--- src/rtl/core/dtq_pkg.sv ---
// dtq_pkg: shared widths, codes and types of the deadline timer queue
// used by dtq_cell, dtq_park and deadline_timer_queue; no dependencies
package dtq_pkg;

  localparam int DL_W            = 48;
  localparam int ID_W            = 32;
  localparam int DEF_QUEUE_DEPTH = 32;
  localparam int DEF_PARK_DEPTH  = 8;
  localparam int MAX_RESULTS     = 32;
  localparam int RCW             = $clog2(MAX_RESULTS + 1);

  // stream payload widths
  localparam int S_TDATA_W = 128;
  localparam int S_TUSER_W = 2;
  localparam int M_TDATA_W = 136;

  typedef enum logic [1:0] {
    FUNC_PUSH  = 2'd0,
    FUNC_DEFER = 2'd1,
    FUNC_TICK  = 2'd2,
    FUNC_CLEAR = 2'd3
  } func_t;

  typedef enum logic [1:0] {
    OP_HOLD,
    OP_INSERT,
    OP_POP
  } cell_op_t;

  typedef struct packed {
    logic [DL_W-1:0] dl;
    logic [ID_W-1:0] id;
  } entry_t;

  typedef struct packed {
    cell_op_t        op;
    logic [DL_W-1:0] dl;
    logic [ID_W-1:0] id;
  } cell_cmd_t;

endpackage

--- src/rtl/core/dtq_park.sv ---
// dtq_park: side buffer of deferred timers, drained in parking order
// depends on dtq_pkg
module dtq_park #(
  parameter int PARK_DEPTH = dtq_pkg::DEF_PARK_DEPTH,
  parameter int PCW        = $clog2(PARK_DEPTH + 1),
  parameter int PIW        = (PARK_DEPTH > 1) ? $clog2(PARK_DEPTH) : 1
) (
  input  logic                   clk,
  input  logic                   rst,
  input  logic                   wr_en,
  input  dtq_pkg::entry_t        wr_ent,
  input  logic                   clr,
  input  logic [PIW-1:0]         rd_idx,
  output dtq_pkg::entry_t        rd_ent,
  output logic [PCW-1:0]         count,
  output logic                   full
);
  import dtq_pkg::*;

  entry_t slots [PARK_DEPTH];

  assign full   = count == PCW'(PARK_DEPTH);
  assign rd_ent = slots[rd_idx];

  always_ff @(posedge clk) begin
    if (wr_en) begin
      slots[count[PIW-1:0]] <= wr_ent;
    end
  end

  always_ff @(posedge clk) begin
    if (rst) begin
      count <= '0;
    end else if (clr) begin
      count <= '0;
    end else if (wr_en) begin
      count <= count + PCW'(1);
    end
  end

endmodule

--- config.mk ---
export PLATFORM = sky130hd
export DESIGN_NAME = dtq_park
export DESIGN_NICKNAME = d
export VERILOG_FILES = /design/src/rtl/core/dtq_pkg.sv /design/src/rtl/core/dtq_park.sv
export SDC_FILE = /design/constraint.sdc
export NUM_CORES = 1
export LEC_CHECK = 0
export ABC_AREA = 1
export BUFFER_PORTS_ARGS = -buffer_cell sky130_fd_sc_hd__buf_4
export CAP_MARGIN = 5
export CORE_ASPECT_RATIO = 0.6
export CORE_MARGIN = 4
export CORE_UTILIZATION = 45
export CTS_CLUSTER_SIZE = 28
export DETAILED_ROUTE_END_ITERATION = 6
export PLACE_DENSITY = 0.62
export SKIP_LAST_GASP = 1
export SYNTH_ARGS = -nofsm -noshare
export SYNTH_HDL_FRONTEND = slang
export SYNTH_SLANG_ARGS = --single-unit
--- constraint.sdc ---
create_clock -name clk -period 10.85 [get_ports clk]
set_input_delay 3.255 -clock clk [delete_from_list [all_inputs] [get_ports clk]]
set_output_delay 3.255 -clock clk [all_outputs]
set_load 0.01 [all_outputs]
==> flow_metrics.env, run 1 <==
export IMPL_status="completed"
export IMPL_drt_iter0_drc=1387
export IMPL_clk_latency_ns=0.63
export IMPL_cts_sinks=644
export IMPL_startpoint_type="input pin"
export IMPL_fin_crit_ns=8.81
export IMPL_fin_ws_ns=2.04
export IMPL_core_area_um2=61300
export IMPL_syn_area_um2=28100
export IMPL_hold_slack_ns=0.530
export IMPL_critPathMaxFanout=45
export IMPL_grt_pass1_wl_mm=101
export IMPL_hold_viol=0
export IMPL_nNetsFinal=3032
export IMPL_syn_num_nets=2894
export IMPL_grt_max_degree=140
export IMPL_layout_drive_gt1_share_pct=9.89
export IMPL_die_h_um=201
export IMPL_hold_buffers=0
export IMPL_arrival_ns=5.56
export IMPL_cap_viol_max_count=0
export IMPL_pre_cts_ws_ns=2.00
export IMPL_cp_end_kind="output port"
export IMPL_cts_buffers=60
export IMPL_p_leak_nw=14.7
export IMPL_setup_viol=0
export IMPL_synthToLayoutAreaGrowth_pct=13.7
export IMPL_cp_cell_sequence="buf_4, clkinv_2, buf_4, nand2_1, nand2_1, buf_4"
export IMPL_period_share_pct=81.2
export IMPL_grtUsageTotal_pct=19.6
export IMPL_antenna_found_initial=6
export IMPL_die_area_um2=66600
export IMPL_p_per_area_nw_per_um2=163
export IMPL_post_cts_resized=0
export IMPL_r2r_start="count[0]"
export IMPL_tightest_slew_ns=1.16
export IMPL_synthFlopType="edfxtp_1"
export IMPL_die_w_um=330
export IMPL_totalWireLength_mm=65.6
export IMPL_drcViolationCount=0
export IMPL_reg2reg_slack_ns=8.01
export IMPL_postCtsSetupBuffers=0
export IMPL_synth_area_per_cell_um2=10.0
export IMPL_vdd_drop_max_uv=131
export IMPL_root_buffer="clkbuf_16"
export IMPL_hold_class="flip-flop to flip-flop"
export IMPL_slowest_stage="clkinv_2"
export IMPL_required_ns=7.60
export IMPL_critPathTopFamily="buffers and inverters"
export IMPL_gp_congestion=0.747
export IMPL_grt_remaining_overflow=0
export IMPL_min_path_cells=2
export IMPL_skew_ns=0.0184
export IMPL_worstReg2RegEnd="slots[7][72]"
export IMPL_yosys_area_top_type="edfxtp_1"
export IMPL_min_to="count[3]"
export IMPL_drtAntennaViolNets=0
export IMPL_pin_count=172
export IMPL_cpPeakStageDelay_ns=0.82
export IMPL_clk_pin_slew_ns=0.07
export IMPL_yosys_top_cells_count="nand2_1 (1,051), inv_1 (644), edfxtp_1 (640)"
export IMPL_synth_most_common_cell="nand2_1"
export IMPL_worst_path_buf_inv=4
export IMPL_finalSetupTns_ns=0
export IMPL_ys_top_cells_by_area="edfxtp_1 (68%), nand2_1 (14%), inv_1 (8.6%)"
export IMPL_p_total_mw=5.21
export IMPL_clockBufferDepth=3
export IMPL_routed_via_density=4.72
export IMPL_start_util_pct=45.8
export IMPL_synth_cell_type_count=16
export IMPL_vias=18051
export IMPL_h_tree_depth=2
export IMPL_wire_per_inst_um=17.2
export IMPL_reg2regPathDepth=4
export IMPL_slew_violations=0
export IMPL_drt_first_pass_iters=5
export IMPL_async_flop_share_pct=0
export IMPL_min_from="count[3]"
export IMPL_fp_row_count=70
export IMPL_grt_pass1_vias=17628
export IMPL_rsz0062_at_grt="false"
export IMPL_synth_edff_count=640
export IMPL_synth_top_area_share_pct=68.5
export IMPL_synth_seq_cells=644
export IMPL_cts_tree="yes"
export IMPL_cp_common_cell="buf_4"
export IMPL_dp_hpwl_mm=34.4
export IMPL_ys_seq_area_share_pct=68.7
export IMPL_slew_limit_headroom_pct=23.0
export IMPL_port_buffers=171
export IMPL_fmax_mhz=113
export IMPL_criticalPathCategory="input pin to output port"
export IMPL_syn_inst=2805
export IMPL_yosys_warnings=0
==> metrics by stage <==
step	area, um2	cells	utilization (%)
2_1_floorplan	28100	2805	-
3_3_place_gp	30000	3709	48.9
3_5_place_dp	30000	3709	48.9
4_1_cts	31900	3821	52.0
5_1_grt	31900	3823	52.1
6_report	31900	3823	52.1
==> worst reg2reg max path: stages (launching register included) <==
cell	delay (ns)
dfxtp_1	0.42
nand2_1	0.31
nor2_4	0.37
buf_4	0.57
buf_4	0.75
==> metal layers <==
layer | vias to the layer above | track usage, % | share of wire, %
li1 | 8976 | - | -
met1 | 8574 | 27.5 | 46
met2 | 393 | 31.9 | 47
met3 | 100 | 3.47 | 5.1
met4 | 8 | 4.65 | 1.8
met5 | - | 0 | 0.073
==> layout make-up <==
class                   count  area [um2]
multi-input cells        1391        5700
clock buffers              71        1540
flip-flops and latches    644       19300
inverters                 647        2440
well taps                 828        1040
clock inverters            41         357
fillers                  5379       29400
repair buffers            199        1530
diodes                      2        5.00
==> sequential cells by signal, summed over array words and instances (netlist names) <==
name,count
count,4
slots,640
==> how the worst max path moves through the flow <==
| stage | start | end | slack, ns | depth (start not counted) |
|---|---|---|---|---|
| after floorplan | wr_en | slots[7][0] | 3.57 | 2 |
| after global placement | rd_idx[2] | rd_ent[36] | 2.09 | 6 |
| after detailed placement | rd_idx[2] | rd_ent[29] | 2.00 | 6 |
| after CTS | rd_idx[2] | rd_ent[29] | 1.99 | 6 |
| after global routing | rd_idx[2] | rd_ent[54] | 1.92 | 6 |
| final | rd_idx[2] | rd_ent[34] | 2.04 | 6 |
==> power by group <==
group          total, mW  switching, mW  internal (mW)
logic              0.369          0.247          0.122
clock network       2.06          0.926           1.14
registers           2.78        0.00782           2.77
total               5.21           1.18           4.03
==> cells by family (layout without fill, tap and decap cells) <==
kind of cell             Yosys count  after routing  synth area share [%]
AND/OR/NAND/NOR                 1385           1385                  19.9
adder cells (fa/ha/maj)            2              2                0.0891
other                              0              2                     0
AO/OA/AOI/OAI                      4              4                0.0713
flip-flops                       644            644                  68.7
buffers and inverters            770            958                  11.1
==> cells in the final DEF (no fill, tap or decap), drive strengths merged, types with 4 or more instances in the layout <==
cell type,instances
clkbuf,71
clkinv,29
edfxtp,640
inv,648
buf,199
bufinv,5
nand3,320
nor2,14
dfxtp,4
nand2,1051
clkinvlp,6
Power figures use the tool's default switching activity.
==> run 2, diff against run 1 <==
PLACE_DENSITY = 0.64   (was 0.62)
clock period = 7.87 ns   (was 10.85 ns; I/O delays follow)
==> run 2 against run 1 <==
Against the previous run: critical path depth rose by 1; worst setup slack got worse by 1.0 ns; final area rose by 1.1%; clock power rose by 53%; via count grew 0.60%; final cell count about the same; count of clock-buffer cells in the layout grew 19; non-clock buffer count fell by 4; combinational power rose by 37%; sequential share of layout area shrank 0.65 points; first-iteration DRC count rose by 2.8%; register-to-register slack lost 2.7 ns.
==> flow_metrics.env, run 2 (same netlist as run 1, synthesis figures left out) <==
export IMPL_status="completed"
export IMPL_die_area_um2=66600
export IMPL_die_h_um=201
export IMPL_synthToLayoutAreaGrowth_pct=14.9
export IMPL_most_common_layout_cells="nand2_1 (1,051), inv_1 (644), edfxtp_1 (640), nand3_1 (320), buf_4 (184)"
export IMPL_power_frac_seq_pct=51.1
export IMPL_power_frac_clock_pct=42.1
export IMPL_period_share_pct=87.1
export IMPL_wirelength_met1_mm=29.2
export IMPL_routed_via_density=4.75
export IMPL_met2_length_mm=29.5
export IMPL_cp_end_kind="output port"
export IMPL_critPathMaxFanout=160
export IMPL_hold_class="flip-flop to flip-flop"
export IMPL_die_w_um=330
export IMPL_pwr_share_comb_pct=6.8
export IMPL_switchingPower_mw=1.60
export IMPL_postCtsSetupBuffers=0
export IMPL_gp_congestion=0.767
export IMPL_highest_layer="met5"
export IMPL_root_buffer="clkbuf_16"
export IMPL_setup_viol=0
export IMPL_core_area_um2=61300
export IMPL_fin_crit_ns=6.85
export IMPL_dp_hpwl_mm=32.4
export IMPL_hold_buffers=0
export IMPL_cts_tree="yes"
export IMPL_sw_frac_of_total_pct=21.3
export IMPL_finalSetupTns_ns=0
export IMPL_fmax_mhz=146
export IMPL_startpoint_type="input pin"
export IMPL_fillers=5312
export IMPL_grt_pass1_vias=17920
export IMPL_antenna_found_initial=7
export IMPL_vdd_drop_max_uv=131
export IMPL_cap_viol_max_count=0
export IMPL_drcViolationCount=0
export IMPL_p_leak_nw=14.8
export IMPL_drt_first_pass_iters=5
export IMPL_port_buffers=171
export IMPL_cts_buffers=66
export IMPL_pin_count=172
export IMPL_clockBufferDepth=3
export IMPL_wl_met3_mm=3.74
export IMPL_largest_register_ffs=640
export IMPL_fp_row_count=70
export IMPL_criticalPathCategory="input pin to output port"
export IMPL_grt_remaining_overflow=0
export IMPL_skew_ns=0.0195
export IMPL_grtUsageTotal_pct=19.4
export IMPL_wire_per_inst_um=16.8
export IMPL_clk_pin_slew_ns=0.06
export IMPL_layout_drive_gt1_share_pct=9.86
export IMPL_arrival_ns=4.49
export IMPL_drtAntennaViolNets=0
export IMPL_cts_sinks=644
export IMPL_intPower_mw=5.90
export IMPL_rsz0062_at_grt="false"
export IMPL_p_per_area_nw_per_um2=232
export IMPL_slew_violations=0
export IMPL_required_ns=5.51
export IMPL_post_cts_resized=0
export IMPL_slew_limit_headroom_pct=15.2
export IMPL_hold_viol=0
export IMPL_vias=18159
export IMPL_totalWireLength_mm=64.1
export IMPL_grt_max_degree=161
export IMPL_drt_iter0_drc=1426
export IMPL_start_util_pct=45.8
export IMPL_grt_pass1_wl_mm=99.9
export IMPL_tightest_slew_ns=1.27
export IMPL_h_tree_depth=3
export IMPL_nNetsFinal=3034
export IMPL_layout_commonest_cell="nand2_1"
export IMPL_hold_slack_ns=0.522
export IMPL_clk_latency_ns=0.59
==> run 2: worst paths after layout <==
kind | from | end | cells past startpoint | slack [ns]
worst max-delay path | rd_idx[1] | rd_ent[30] | 7 | 1.02
worst min-delay path | count[0] | count[0] | 2 | 0.52
worst max register to register | count[0] | slots[0][72] | 5 | 5.33
worst min register to register | count[0] | count[0] | 2 | 0.52
==> run 2: layout make-up <==
| class | count | area, um2 | share of cell area (%) |
|---|---|---|---|
| tap | 828 | 1040 | 3.21 |
| timing repair buffer | 195 | 1590 | 4.92 |
| multi-input combinational | 1391 | 5700 | 17.7 |
| sequential | 644 | 19300 | 59.8 |
| clock inverter | 26 | 329 | 1.02 |
| inverter | 647 | 2440 | 7.58 |
| antenna | 4 | 10.0 | 0.0310 |
| clock buffer | 90 | 1850 | 5.73 |
==> run 2: routing by layer <==
metal	up-vias	GRT usage, %
met5	-	0
met3	114	3.88
li1	8982	-
met1	8582	26.6
met4	6	6.22
met2	475	31.1
==> run 2: stage by stage <==
| stage | area (um2) | power [mW] | util [%] | instances | setup slack (ns) |
|---|---|---|---|---|---|
| CTS | 32200 | 7.58 | 52.6 | 3821 | 1.10 |
| global route | 32300 | 7.78 | 52.6 | 3823 | 0.965 |
| detailed placement | 30100 | 4.42 | 49.0 | 3705 | 1.10 |
| floorplan | 28100 | 4.19 | - | 2805 | 1.48 |
| finish | 32300 | 7.50 | 52.6 | 3825 | 1.02 |
| global placement | 30100 | 4.41 | 49.0 | 3705 | 1.11 |
==> run 2: worst max-delay path, cell delays in order <==
cell,delay (ns)
buf_6,0.58
inv_8,0.49
nand3_1,0.28
nand2_1,0.07
nand2_1,0.06
nand2_1,0.16
buf_4,0.19
==> run 2: power by group through the flow <==
stage,clock (mW),sequential (mW),combinational (mW)
6_report,3.16,3.83,0.506
5_1_grt,3.38,3.83,0.568
4_1_cts,3.23,3.83,0.516
3_5_place_dp,0,3.91,0.514
3_3_place_gp,0,3.91,0.503
2_1_floorplan,0,3.91,0.283
