## src/rtl/core/dtq_pkg.sv

```systemverilog
// dtq_pkg: shared widths, codes and types of the deadline timer queue
// used by dtq_cell, dtq_park and deadline_timer_queue; no dependencies
package dtq_pkg;

  localparam int DL_W            = 48;
  localparam int ID_W            = 32;
  localparam int DEF_QUEUE_DEPTH = 32;
  localparam int DEF_PARK_DEPTH  = 8;
  localparam int MAX_RESULTS     = 32;
  localparam int RCW             = $clog2(MAX_RESULTS + 1);

  // stream payload widths
  localparam int S_TDATA_W = 128;
  localparam int S_TUSER_W = 2;
  localparam int M_TDATA_W = 136;

  typedef enum logic [1:0] {
    FUNC_PUSH  = 2'd0,
    FUNC_DEFER = 2'd1,
    FUNC_TICK  = 2'd2,
    FUNC_CLEAR = 2'd3
  } func_t;

  typedef enum logic [1:0] {
    OP_HOLD,
    OP_INSERT,
    OP_POP
  } cell_op_t;

  typedef struct packed {
    logic [DL_W-1:0] dl;
    logic [ID_W-1:0] id;
  } entry_t;

  typedef struct packed {
    cell_op_t        op;
    logic [DL_W-1:0] dl;
    logic [ID_W-1:0] id;
  } cell_cmd_t;

endpackage

```

## src/rtl/core/dtq_cell.sv

```systemverilog
// dtq_cell: one slot of the sorted timer chain
// depends on dtq_pkg; neighbors hand entries over on insert and pop
module dtq_cell (
  input  logic            clk,
  input  dtq_pkg::cell_cmd_t cmd,
  input  logic            occ,
  input  logic            prev_gt,
  input  dtq_pkg::entry_t prev_ent,
  input  dtq_pkg::entry_t next_ent,
  output logic            gt,
  output dtq_pkg::entry_t ent
);
  import dtq_pkg::*;

  logic later;

  // strictly later deadline moves back, equal deadlines stay ahead
  assign later = ent.dl > cmd.dl;
  assign gt    = occ && later;

  always_ff @(posedge clk) begin
    unique case (cmd.op)
      OP_INSERT: begin
        if (prev_gt) begin
          ent <= prev_ent;
        end else if (!occ || later) begin
          ent <= '{dl: cmd.dl, id: cmd.id};
        end
      end
      OP_POP: begin
        ent <= next_ent;
      end
      OP_HOLD: begin
      end
      default: begin
      end
    endcase
  end

endmodule

```

## config.mk

```make
export PLATFORM = sky130hd
export DESIGN_NAME = dtq_cell
export DESIGN_NICKNAME = d
export VERILOG_FILES = /design/src/rtl/core/dtq_pkg.sv /design/src/rtl/core/dtq_cell.sv
export SDC_FILE = /design/constraint.sdc
export NUM_CORES = 1
export LEC_CHECK = 0
export ABC_AREA = 1
export BUFFER_PORTS_ARGS = -buffer_cell sky130_fd_sc_hd__buf_2
export CAP_MARGIN = 15
export CORE_AREA = 4 4 125 127
export CTS_BUF_LIST = sky130_fd_sc_hd__clkbuf_4
export DETAILED_ROUTE_END_ITERATION = 6
export DIE_AREA = 0 0 129 131
export PLACE_DENSITY_LB_ADDON = 0.08
export SETUP_SLACK_MARGIN = 0.05
export SYNTH_ARGS = -nofsm -noshare
export SYNTH_HDL_FRONTEND = slang
export SYNTH_SLANG_ARGS = --single-unit
```

## constraint.sdc

```tcl
create_clock -name clk -period 5.8 [get_ports clk]
set_clock_uncertainty 0.2 [all_clocks]
set_input_delay 0.58 -clock clk [delete_from_list [all_inputs] [get_ports clk]]
set_output_delay 0.58 -clock clk [all_outputs]
set_load 0.005 [all_outputs]
```

==> run metrics, run 1 <==
share of cells above drive strength 1 39.07%; top post-synthesis cells by area edfxtp_1, nand2_1, ha_1; setup tns final 0 ps; hold crit path type in -> reg; CTS tree built; fin crit period 3155 ps; relative slew slack 34.94%; fmax 316.9 MHz; Rows 44; switching share of power 29.66%; post-placement cell count 1097; final setup violation count 0; Die ar. 0.01690 mm^2; Most used DFF post-synth edfxtp_1; Leakage 3.641 nW; core box area 0.01442 mm^2; Mean Syn Cell Area 8.734 um^2; routed wire length 17450 um; post-synth top area cell edfxtp_1; final instance area 0.007327 mm^2; Pwr Density 206.8 mW/mm^2; Nets 1217; Filler Cell Count 1514; share of the synthesized area in the top cell type 44.43%; Syn Nets 912; CP startpoint kind flop; Flop pwr share 47.8%; R2R setup slack 2640 ps; Resize count post-CTS 0; Slew Viols, Final 0; Die Y 131 um; crit end category flop; most frequent cells after synthesis nand2_1, edfxtp_1, inv_1, ha_1; clock buffer depth 2; start point of the critical path ent[51]$_DFFE_PP_; dpl cell area 0.007152 mm^2; Layout area overhead 35.52%; Worst Hold Depth 2; largest family of logic cells by synthesized area compound AO/OA/AOI/OAI gates; RSZ-0062 raised after global routing false; most frequent CP cell nand2_1; vias in the first global route 5023; Worst-Margin Slew 975.9 ps; Finished Layout Cells 1118; largest net degree at the start of global routing 97; XOR/XNOR Fraction of Synth Area 0%; most flop-heavy register ent; Antenna Violating Nets Remaining 0; clock power share 26.0%; WP data arrival 3100 ps; CP Cell Sequence ha_1 > nand2_1 > inv_1 > nand3_1 > nor3_1 > nand2_1 > nor2_2 > nand2_1 > nand3_2 > nand2_2 > nand2_1 > nand2_1 > nand2_4 > buf_4; hold path start next_ent[38]; slowest CP cell nand2_4; clock sinks 80; hold buffers post-CTS 0; WP data required 5750 ps; cell internal pwr 1.066 mW; simple-gate portion of the synthesized area 17.66%; Comb pwr share 26.2%; Largest regs ent (80); GRT Resource Usage Total 19.67%; vias 5271; final worst setup slack 2645 ps; Max Cap Violations 0; Syn Std Cell Area 0.005406 mm^2; worst reg2reg endpoint ent[22]$_DFFE_PP_; Net Switching 0.4494 mW; top-count cell post-synth nand2_1; Port Buf Inserts 325; final hold vios 0; critical path class reg -> reg; vias per inst 4.715; synthesized instance count 619; Detail Placement HPWL 13730 um; num ports 326; EDFF count, synth 80; Initial Utilization 37.48%; synthesized flop and latch total 80; RePlAce Congestion 0.7733; max incr delay on CP 680 ps; status complete, no violations; Crit Path Max Fanout 65; Warnings, synthesis 0; reg2reg path depth 14; initial drt markers 198; post-synthesis sequential area ratio 44.43%; Residual DRC 0; first-pass GRT wire length 25580 um; die width 129 um; post-synthesis mux area share 0%; clock-pin slew on the worst setup and hold paths 160 ps; clock root buffer master clkbuf_4; CTS Buf Count 9; fin crit share 54.40%; setup bufs post-CTS 0; Hold Path Sink ent[38]$_DFFE_PP_; global route overflow 0; Synth Area in Adders 11.11%; Clock Latency Late Sink 450 ps; max reg flops 80; Max H-tree Level 3; pre-CTS setup slack 2246 ps; Avg WL per Cell 15.61 um; Async S/R FF share, synth 0%; Worst VDD drop 0.00009400 V; reg2reg start ent[51]$_DFFE_PP_; compound-gate portion of the synthesized area 19.42%; initial antenna violation count 6; Yosys cell types 27; first-pass iteration count of the detailed router 4
## layer usage
metal	global-route usage [%]	up-vias	wire [um]
met5	0	-	29
met4	7.288	4	330
met3	6.179	25	1516
met2	35.27	190	8772
met1	21.91	2288	6803
li1	-	2764	-
## cell type report
| cell class | count | area (um^2) | share of cell area (%) |
|---|---|---|---|
| Antenna cell | 5 | 12.51 | 0.1708 |
| Clock buffer | 9 | 67.56 | 0.9221 |
| Sequential cell | 80 | 2402 | 32.79 |
| Inverter | 66 | 247.7 | 3.381 |
| Tap cell | 184 | 230.2 | 3.142 |
| Timing Repair Buffer | 328 | 1652 | 22.54 |
| Clock inverter | 7 | 95.09 | 1.298 |
| Multi-Input combinational cell | 439 | 2620 | 35.76 |
## power by group through the flow
stage | sequential, mW | clock, mW | combinational (mW)
final | 0.724 | 0.394 | 0.397
after detailed placement | 0.738 | 0 | 0.403
after global routing | 0.731 | 0.428 | 0.453
after CTS | 0.725 | 0.405 | 0.405
after floorplan | 0.747 | 0 | 0.208
after global placement | 0.736 | 0 | 0.403
## worst max-delay path, delay by kind of cell (launching register included)
kind / cells / cell delay [ps]
fa+ha+maj: 1 / 300
buf+inv: 2 / 440
flops: 1 / 410
simple gates: 11 / 1510
## placed cells by master (no fill, tap or decap), types with 5 or more instances in the layout
master and count:
ha_1 48, o21a_1 47, inv_2 5, edfxtp_1 80, buf_2 324, a31oi_1 34, inv_1 61, diode_2 5
nor2_1 47, o211ai_1 46, a21oi_1 20, nand2_1 172, clkbuf_4 9
## metrics by stage
stage	hold WS, ps	power [mW]	utilization (%)
3_5_place_dp	667.8	1.141	49.58
4_1_cts	165.5	1.535	50.71
3_3_place_gp	669.1	1.140	49.58
6_report	200.8	1.515	50.80
5_1_grt	169.2	1.612	50.78
2_1_floorplan	579.9	0.9553	-
## kinds of logic after synthesis
logic type      count (synthesis)
simple gates                  238
flops                          80
compound gates                153
buf+inv                       100
fa+ha+maj                      48
## how the worst max path moves through the flow
stage                     slack, ps  cells past startpoint                 to
final                          2640                     14  ent[22]$_DFFE_PP_
after CTS                      2520                     14  ent[22]$_DFFE_PP_
after detailed placement       2250                     16  ent[20]$_DFFE_PP_
after global routing           2310                     14  ent[22]$_DFFE_PP_
after global placement         2260                     16  ent[18]$_DFFE_PP_
after floorplan                1830                     14   ent[0]$_DFFE_PP_
Power figures use the tool's default switching activity.
==> inputs of run 2 (changes only) <==
==> constraint.sdc (replaced) <==
create_clock -name clk -period 3.3 [get_ports clk]
set_clock_uncertainty 0.2 [all_clocks]
set_input_delay 0.33 -clock clk [delete_from_list [all_inputs] [get_ports clk]]
set_output_delay 0.33 -clock clk [all_outputs]
set_load 0.005 [all_outputs]
==> run metrics, run 2 (synthesis results as in run 1) <==
status complete, no violations; Crit Path Max Fanout 2; Detail Placement HPWL 14070 um; hold crit path type in -> reg; final worst setup slack 639.0 ps; Avg WL per Cell 15.58 um; Worst VDD drop 0.0002249 V; Clock Latency Late Sink 430 ps; Residual DRC 0; num ports 326; final hold vios 0; Worst-Margin Slew 604.7 ps; Finished Layout Cells 1171; clock buffer depth 2; fin crit period 2661 ps; max reg flops 80; Final Power 2.536 mW; GRT Resource Usage Total 20.92%; crit end category primary output; CP Cell Sequence ha_1 > nand2_1 > inv_1 > nand3_1 > nor3_1 > nand2_1 > nor2_2 > nand2_1 > nand3_2 > nand2_2 > nor2_1 > buf_2; Max H-tree Level 3; Antenna Violating Nets Remaining 0; Layout area overhead 44.94%; slowest CP cell edfxtp_1; die width 129 um; most frequent cells in the layout buf_2, nand2_1, edfxtp_1; relative slew slack 59.63%; Nets 1270; WP data required 2770 ps; Leakage 3.850 nW; Resize count post-CTS 0; critical path class reg -> out; setup tns final 0 ps; reg2reg path depth 14; Worst Hold Depth 2; vias 5551; routed wire length 18250 um; post-placement cell count 1098; final setup violation count 0; Port Buf Inserts 325; Max Cap Violations 0; CTS tree built; first-pass iteration count of the detailed router 5; vias in the first global route 5501; Die Y 131 um; clock-pin slew on the worst setup and hold paths 130 ps; vias per inst 4.740; clock root buffer master clkbuf_4; Initial Utilization 37.48%; initial antenna violation count 4; CP startpoint kind flop; Largest regs ent (80); largest net degree at the start of global routing 116; fmax 375.8 MHz; most frequent CP cell nand2_1; Final Util 54.33%; Die ar. 0.01690 mm^2; pre-CTS setup slack 555.5 ps; fin crit share 80.64%; WP data arrival 2130 ps; Pwr Density 323.6 mW/mm^2; clock sinks 80; commonest non-fill, non-tap cell in the layout buf_2; RePlAce Congestion 0.8182; core box area 0.01442 mm^2; setup bufs post-CTS 0; RSZ-0062 raised after global routing false; most flop-heavy register ent; first-pass GRT wire length 27410 um; global route overflow 0; CTS Buf Count 9; max incr delay on CP 410 ps; initial drt markers 189; Rows 44; Slew Viols, Final 0; share of cells above drive strength 1 36.97%
-- run 2: changes by cell type in the layout (fill, tap and decap cells not counted) --
cell | before | now
dlygate4sd3_1 | 0 | 52
buf_12 | 0 | 3
buf_4 | 4 | 2
bufinv_16 | 2 | 0
clkinv_2 | 2 | 4
clkinv_1 | 0 | 1
clkinv_4 | 1 | 0
clkinvlp_4 | 1 | 2
inv_6 | 1 | 0
-- run 2: final timing paths --
path / startpoint / to / slack, ps
worst max register to register: ent[51]$_DFFE_PP_ / ent[31]$_DFFE_PP_ / 650
worst max-delay path: ent[51]$_DFFE_PP_ / gt / 640
worst min-delay path: next_ent[33] / ent[33]$_DFFE_PP_ / 40
worst min register to register: ent[64]$_DFFE_PP_ / ent[64]$_DFFE_PP_ / 1090
-- run 2: metal layers --
metal	vias to the layer above	wire length, um	share of wire (%)	global-route usage (%)
met4	0	325	1.8	7.227
met2	201	9555	52	38.69
met5	-	0	0	0
li1	2869	-	-	-
met1	2457	6878	38	23.15
met3	24	1486	8.1	5.610
-- run 2: cell type report --
| type | count | area [um^2] |
|---|---|---|
| Clock inverter | 7 | 38.79 |
| Tap cell | 184 | 230.2 |
| Fill cell | 1428 | 6588 |
| Clock buffer | 9 | 67.56 |
| Sequential cell | 80 | 2402 |
| Inverter | 66 | 247.7 |
| Timing Repair Buffer | 381 | 2217 |
| Antenna cell | 5 | 12.51 |
| Multi-Input combinational cell | 439 | 2620 |
-- run 2: what timing repair did --
action                                 CTS  global route
endpoints found under the hold margin   52             0
setup endpoints to repair                0             0
hold buffers                            52             0
-- run 2: through the flow --
| step | hold WS (ps) | area (um^2) |
|---|---|---|
| 2_1_floorplan | 329.9 | 5409 |
| 3_3_place_gp | 419.2 | 7197 |
| 3_5_place_dp | 418.4 | 7197 |
| 4_1_cts | 0.1281 | 7824 |
| 5_1_grt | 10.29 | 7834 |
| 6_report | 44.26 | 7836 |
-- run 2: worst max-delay path, delay by kind of cell (launching register included) --
kind | cells | cell delay [ps]
buffers and inverters | 2 | 210
AND/OR/NAND/NOR | 9 | 780
adder cells (fa/ha/maj) | 1 | 300
flip-flops | 1 | 410
-- run 2: power by group --
part	internal, mW	switching (mW)
sequential	1.24	0.0367
combinational	0.373	0.387
clock	0.147	0.354
total	1.76	0.778
==> inputs of run 3 (changes only) <==
--- a/config.mk
+++ b/config.mk
@@ -5,13 +5,13 @@
 export SDC_FILE = /design/constraint.sdc
 export NUM_CORES = 1
 export LEC_CHECK = 0
-export ABC_AREA = 1
+export ABC_AREA = 0
 export BUFFER_PORTS_ARGS = -buffer_cell sky130_fd_sc_hd__buf_2
 export CAP_MARGIN = 15
-export CORE_AREA = 4 4 125 127
+export CORE_AREA = 4 4 123 125
 export CTS_BUF_LIST = sky130_fd_sc_hd__clkbuf_4
 export DETAILED_ROUTE_END_ITERATION = 6
-export DIE_AREA = 0 0 129 131
+export DIE_AREA = 0 0 127 129
 export PLACE_DENSITY_LB_ADDON = 0.08
 export SETUP_SLACK_MARGIN = 0.05
 export SYNTH_ARGS = -nofsm -noshare
==> constraint.sdc (replaced) <==
create_clock -name clk -period 2.4 [get_ports clk]
set_clock_uncertainty 0.2 [all_clocks]
set_input_delay 0.24 -clock clk [delete_from_list [all_inputs] [get_ports clk]]
set_output_delay 0.24 -clock clk [all_outputs]
set_load 0.005 [all_outputs]
==> run metrics, run 3 <==
core box area 0.01388 mm^2; post-synth top area cell edfxtp_1; R2R setup slack -700 ps; Residual DRC 0; failing checks setup timing; vias in the first global route 6151; final hold vios 0; final worst setup slack -738.9 ps; top post-synthesis cells by area edfxtp_1, mux2i_1, ha_1; Initial Utilization 38.34%; global route overflow 0; Antenna Violating Nets Remaining 0; Avg WL per Cell 16.25 um; Clock Latency Late Sink 420 ps; clock root buffer master clkbuf_4; CP top delay family simple AND/OR/NAND/NOR gates; max incr delay on CP 580 ps; most frequent cells in the layout buf_2, dlygate4sd3_1, nand2_1; Layout area overhead 80.25%; Slew Viols, Final 0; Worst Path Buf+Inv 2; critical path class reg -> out; Worst VDD drop 0.0002603 V; synthesized instance count 529; share of cells above drive strength 1 41.86%; max reg flops 80; die width 127 um; Syn Std Cell Area 0.005321 mm^2; top-count cell post-synth nand2_1; Mean Syn Cell Area 10.06 um^2; worst reg2reg endpoint ent[57]$_DFFE_PP_; Most used DFF post-synth edfxtp_1; crit end category primary output; EDFF count, synth 80; CP Cell Sequence ha_4 > nand4_1 > or4_4 > nor4_4 > a211oi_2 > buf_4 > a21oi_2 > buf_2; Final Power 4.092 mW; Die ar. 0.01638 mm^2; RePlAce Congestion 0.8309; gr busiest metal met2; Detail Placement HPWL 13900 um; CTS Buf Count 9; minimum hold slack 14.69 ps; first-pass iteration count of the detailed router 4; M1 GR Usage 24.88%; CP startpoint kind flop; vias 5875; Leakage 4.687 nW; Worst-Margin Slew 609.4 ps; final instance area 0.009592 mm^2; share of the synthesized area in the top cell type 45.14%; Hold Path Sink ent[49]$_DFFE_PP_; WP data arrival 2700 ps; fin crit share 130.8%; Rows 43; dpl cell area 0.007639 mm^2; fmax 318.6 MHz; WP data required 1960 ps; largest net degree at the start of global routing 91; Async S/R FF share, synth 0%; Port Buf Inserts 325; routed wire length 20080 um; post-synthesis sequential area ratio 45.14%; num ports 326; hold path start prev_ent[49]; reg2reg path depth 11; fin crit period 3139 ps; Pwr Density 426.6 mW/mm^2; start point of the critical path ent[51]$_DFFE_PP_; most frequent cells after synthesis nand2_1, o21ai_0, edfxtp_1, mux2i_1, inv_1; commonest non-fill, non-tap cell in the layout buf_2; relative slew slack 59.37%; first-pass GRT wire length 30200 um; most flop-heavy register ent; Warnings, synthesis 0; slowest CP cell or4_4; Yosys cell types 32; initial antenna violation count 4; Largest regs ent (80); clock sinks 80; hold crit path type in -> reg; Max H-tree Level 3; vias per inst 4.753; met2 Resource Use GR 44.40%; CTS tree built; GRT Resource Usage Total 23.46%; Nets 1339; Crit Path Max Fanout 2; Die Y 129 um; clock-pin slew on the worst setup and hold paths 130 ps; final setup violation count 81; initial drt markers 170; status complete, but fails checks; Max Cap Violations 0; grt met3 use 5.687%; Worst Hold Depth 3; synthesized flop and latch total 80; RSZ-0062 raised after global routing true; Syn Nets 822; clock buffer depth 2; reg2reg start ent[51]$_DFFE_PP_
-- run 3: cell types whose count changed in the layout (fill, tap and decap cells not counted), sizes merged, moves of 8 or more --
| cell | delta |
|---|---|
| a31oi | -34 |
| buf | +72 |
| dlygate4sd3 | +79 |
| inv | -16 |
| mux2i | +80 |
| nand2 | -85 |
| nand4 | +8 |
| nor2 | -49 |
| o211ai | -45 |
| o21a | -48 |
| o21ai | +84 |
-- run 3: worst max path at each step --
stage                        endpoint  slack (ps)  cells after the start
global placement    ent[74]$_DFFE_PP_        -410                      7
global route                       gt        -860                      8
floorplan            ent[0]$_DFFE_PP_       -1320                      6
finish                             gt        -740                      8
detailed placement  ent[27]$_DFFE_PP_        -510                      7
CTS                                gt        -770                      8
-- run 3: area by class of cell --
type	instances	area (um^2)
flip-flops and latches	80	2402
fillers	1089	4289
repair buffers	533	3854
diodes	5	12.51
multi-input cells	372	2770
well taps	180	225.2
clock buffers	13	97.59
inverters	50	187.7
clock inverters	3	42.54
-- run 3: what timing repair did --
item,in CTS,in global routing
gates cloned,12,1
pin swaps,3,0
hold endpoints to repair,80,2
resized for setup,34,9
setup buffers,17,1
endpoints found under the setup margin,81,81
hold buffers,129,2
-- run 3: worst min-delay path, stage by stage --
cell and delay, ps:
buf_2 80, mux2i_1 50, o21ai_0 160
-- run 3: per-layer routing --
layer	vias up	part of all wire, %
li1	2955	-
met1	2652	37
met2	222	54
met3	44	6.7
met4	2	2.9
met5	-	0.065
-- run 3: kinds of logic (layout without fill, tap and decap cells) --
logic type      after synthesis  in the layout  share of synthesized area, %
buf+inv                      77            599                         5.737
fa+ha+maj                    48             48                         11.29
simple gates                124            124                         10.84
flops                        80             80                         45.14
other cells                   0              5                             0
compound gates              120            120                         11.94
mux                          80             80                         15.05
-- run 3: through the flow --
step | util [%] | worst slack, ps | TNS (ps) | instances
4_1_cts | 69.57 | -768.9 | -51880 | 1234
3_3_place_gp | 55.03 | -409.1 | -31880 | 1060
3_5_place_dp | 55.03 | -511.1 | -40130 | 1060
2_1_floorplan | - | -1322 | -105750 | 529
5_1_grt | 69.06 | -860.1 | -60080 | 1234
6_report | 69.10 | -738.9 | -52600 | 1236
-- run 3: power breakdown --
group	leakage (nW)	internal, mW	total (mW)	switching [mW]
registers	0.775	1.71	1.77	0.0580
clock network	0.0780	0.364	0.824	0.459
logic	3.83	0.879	1.50	0.621
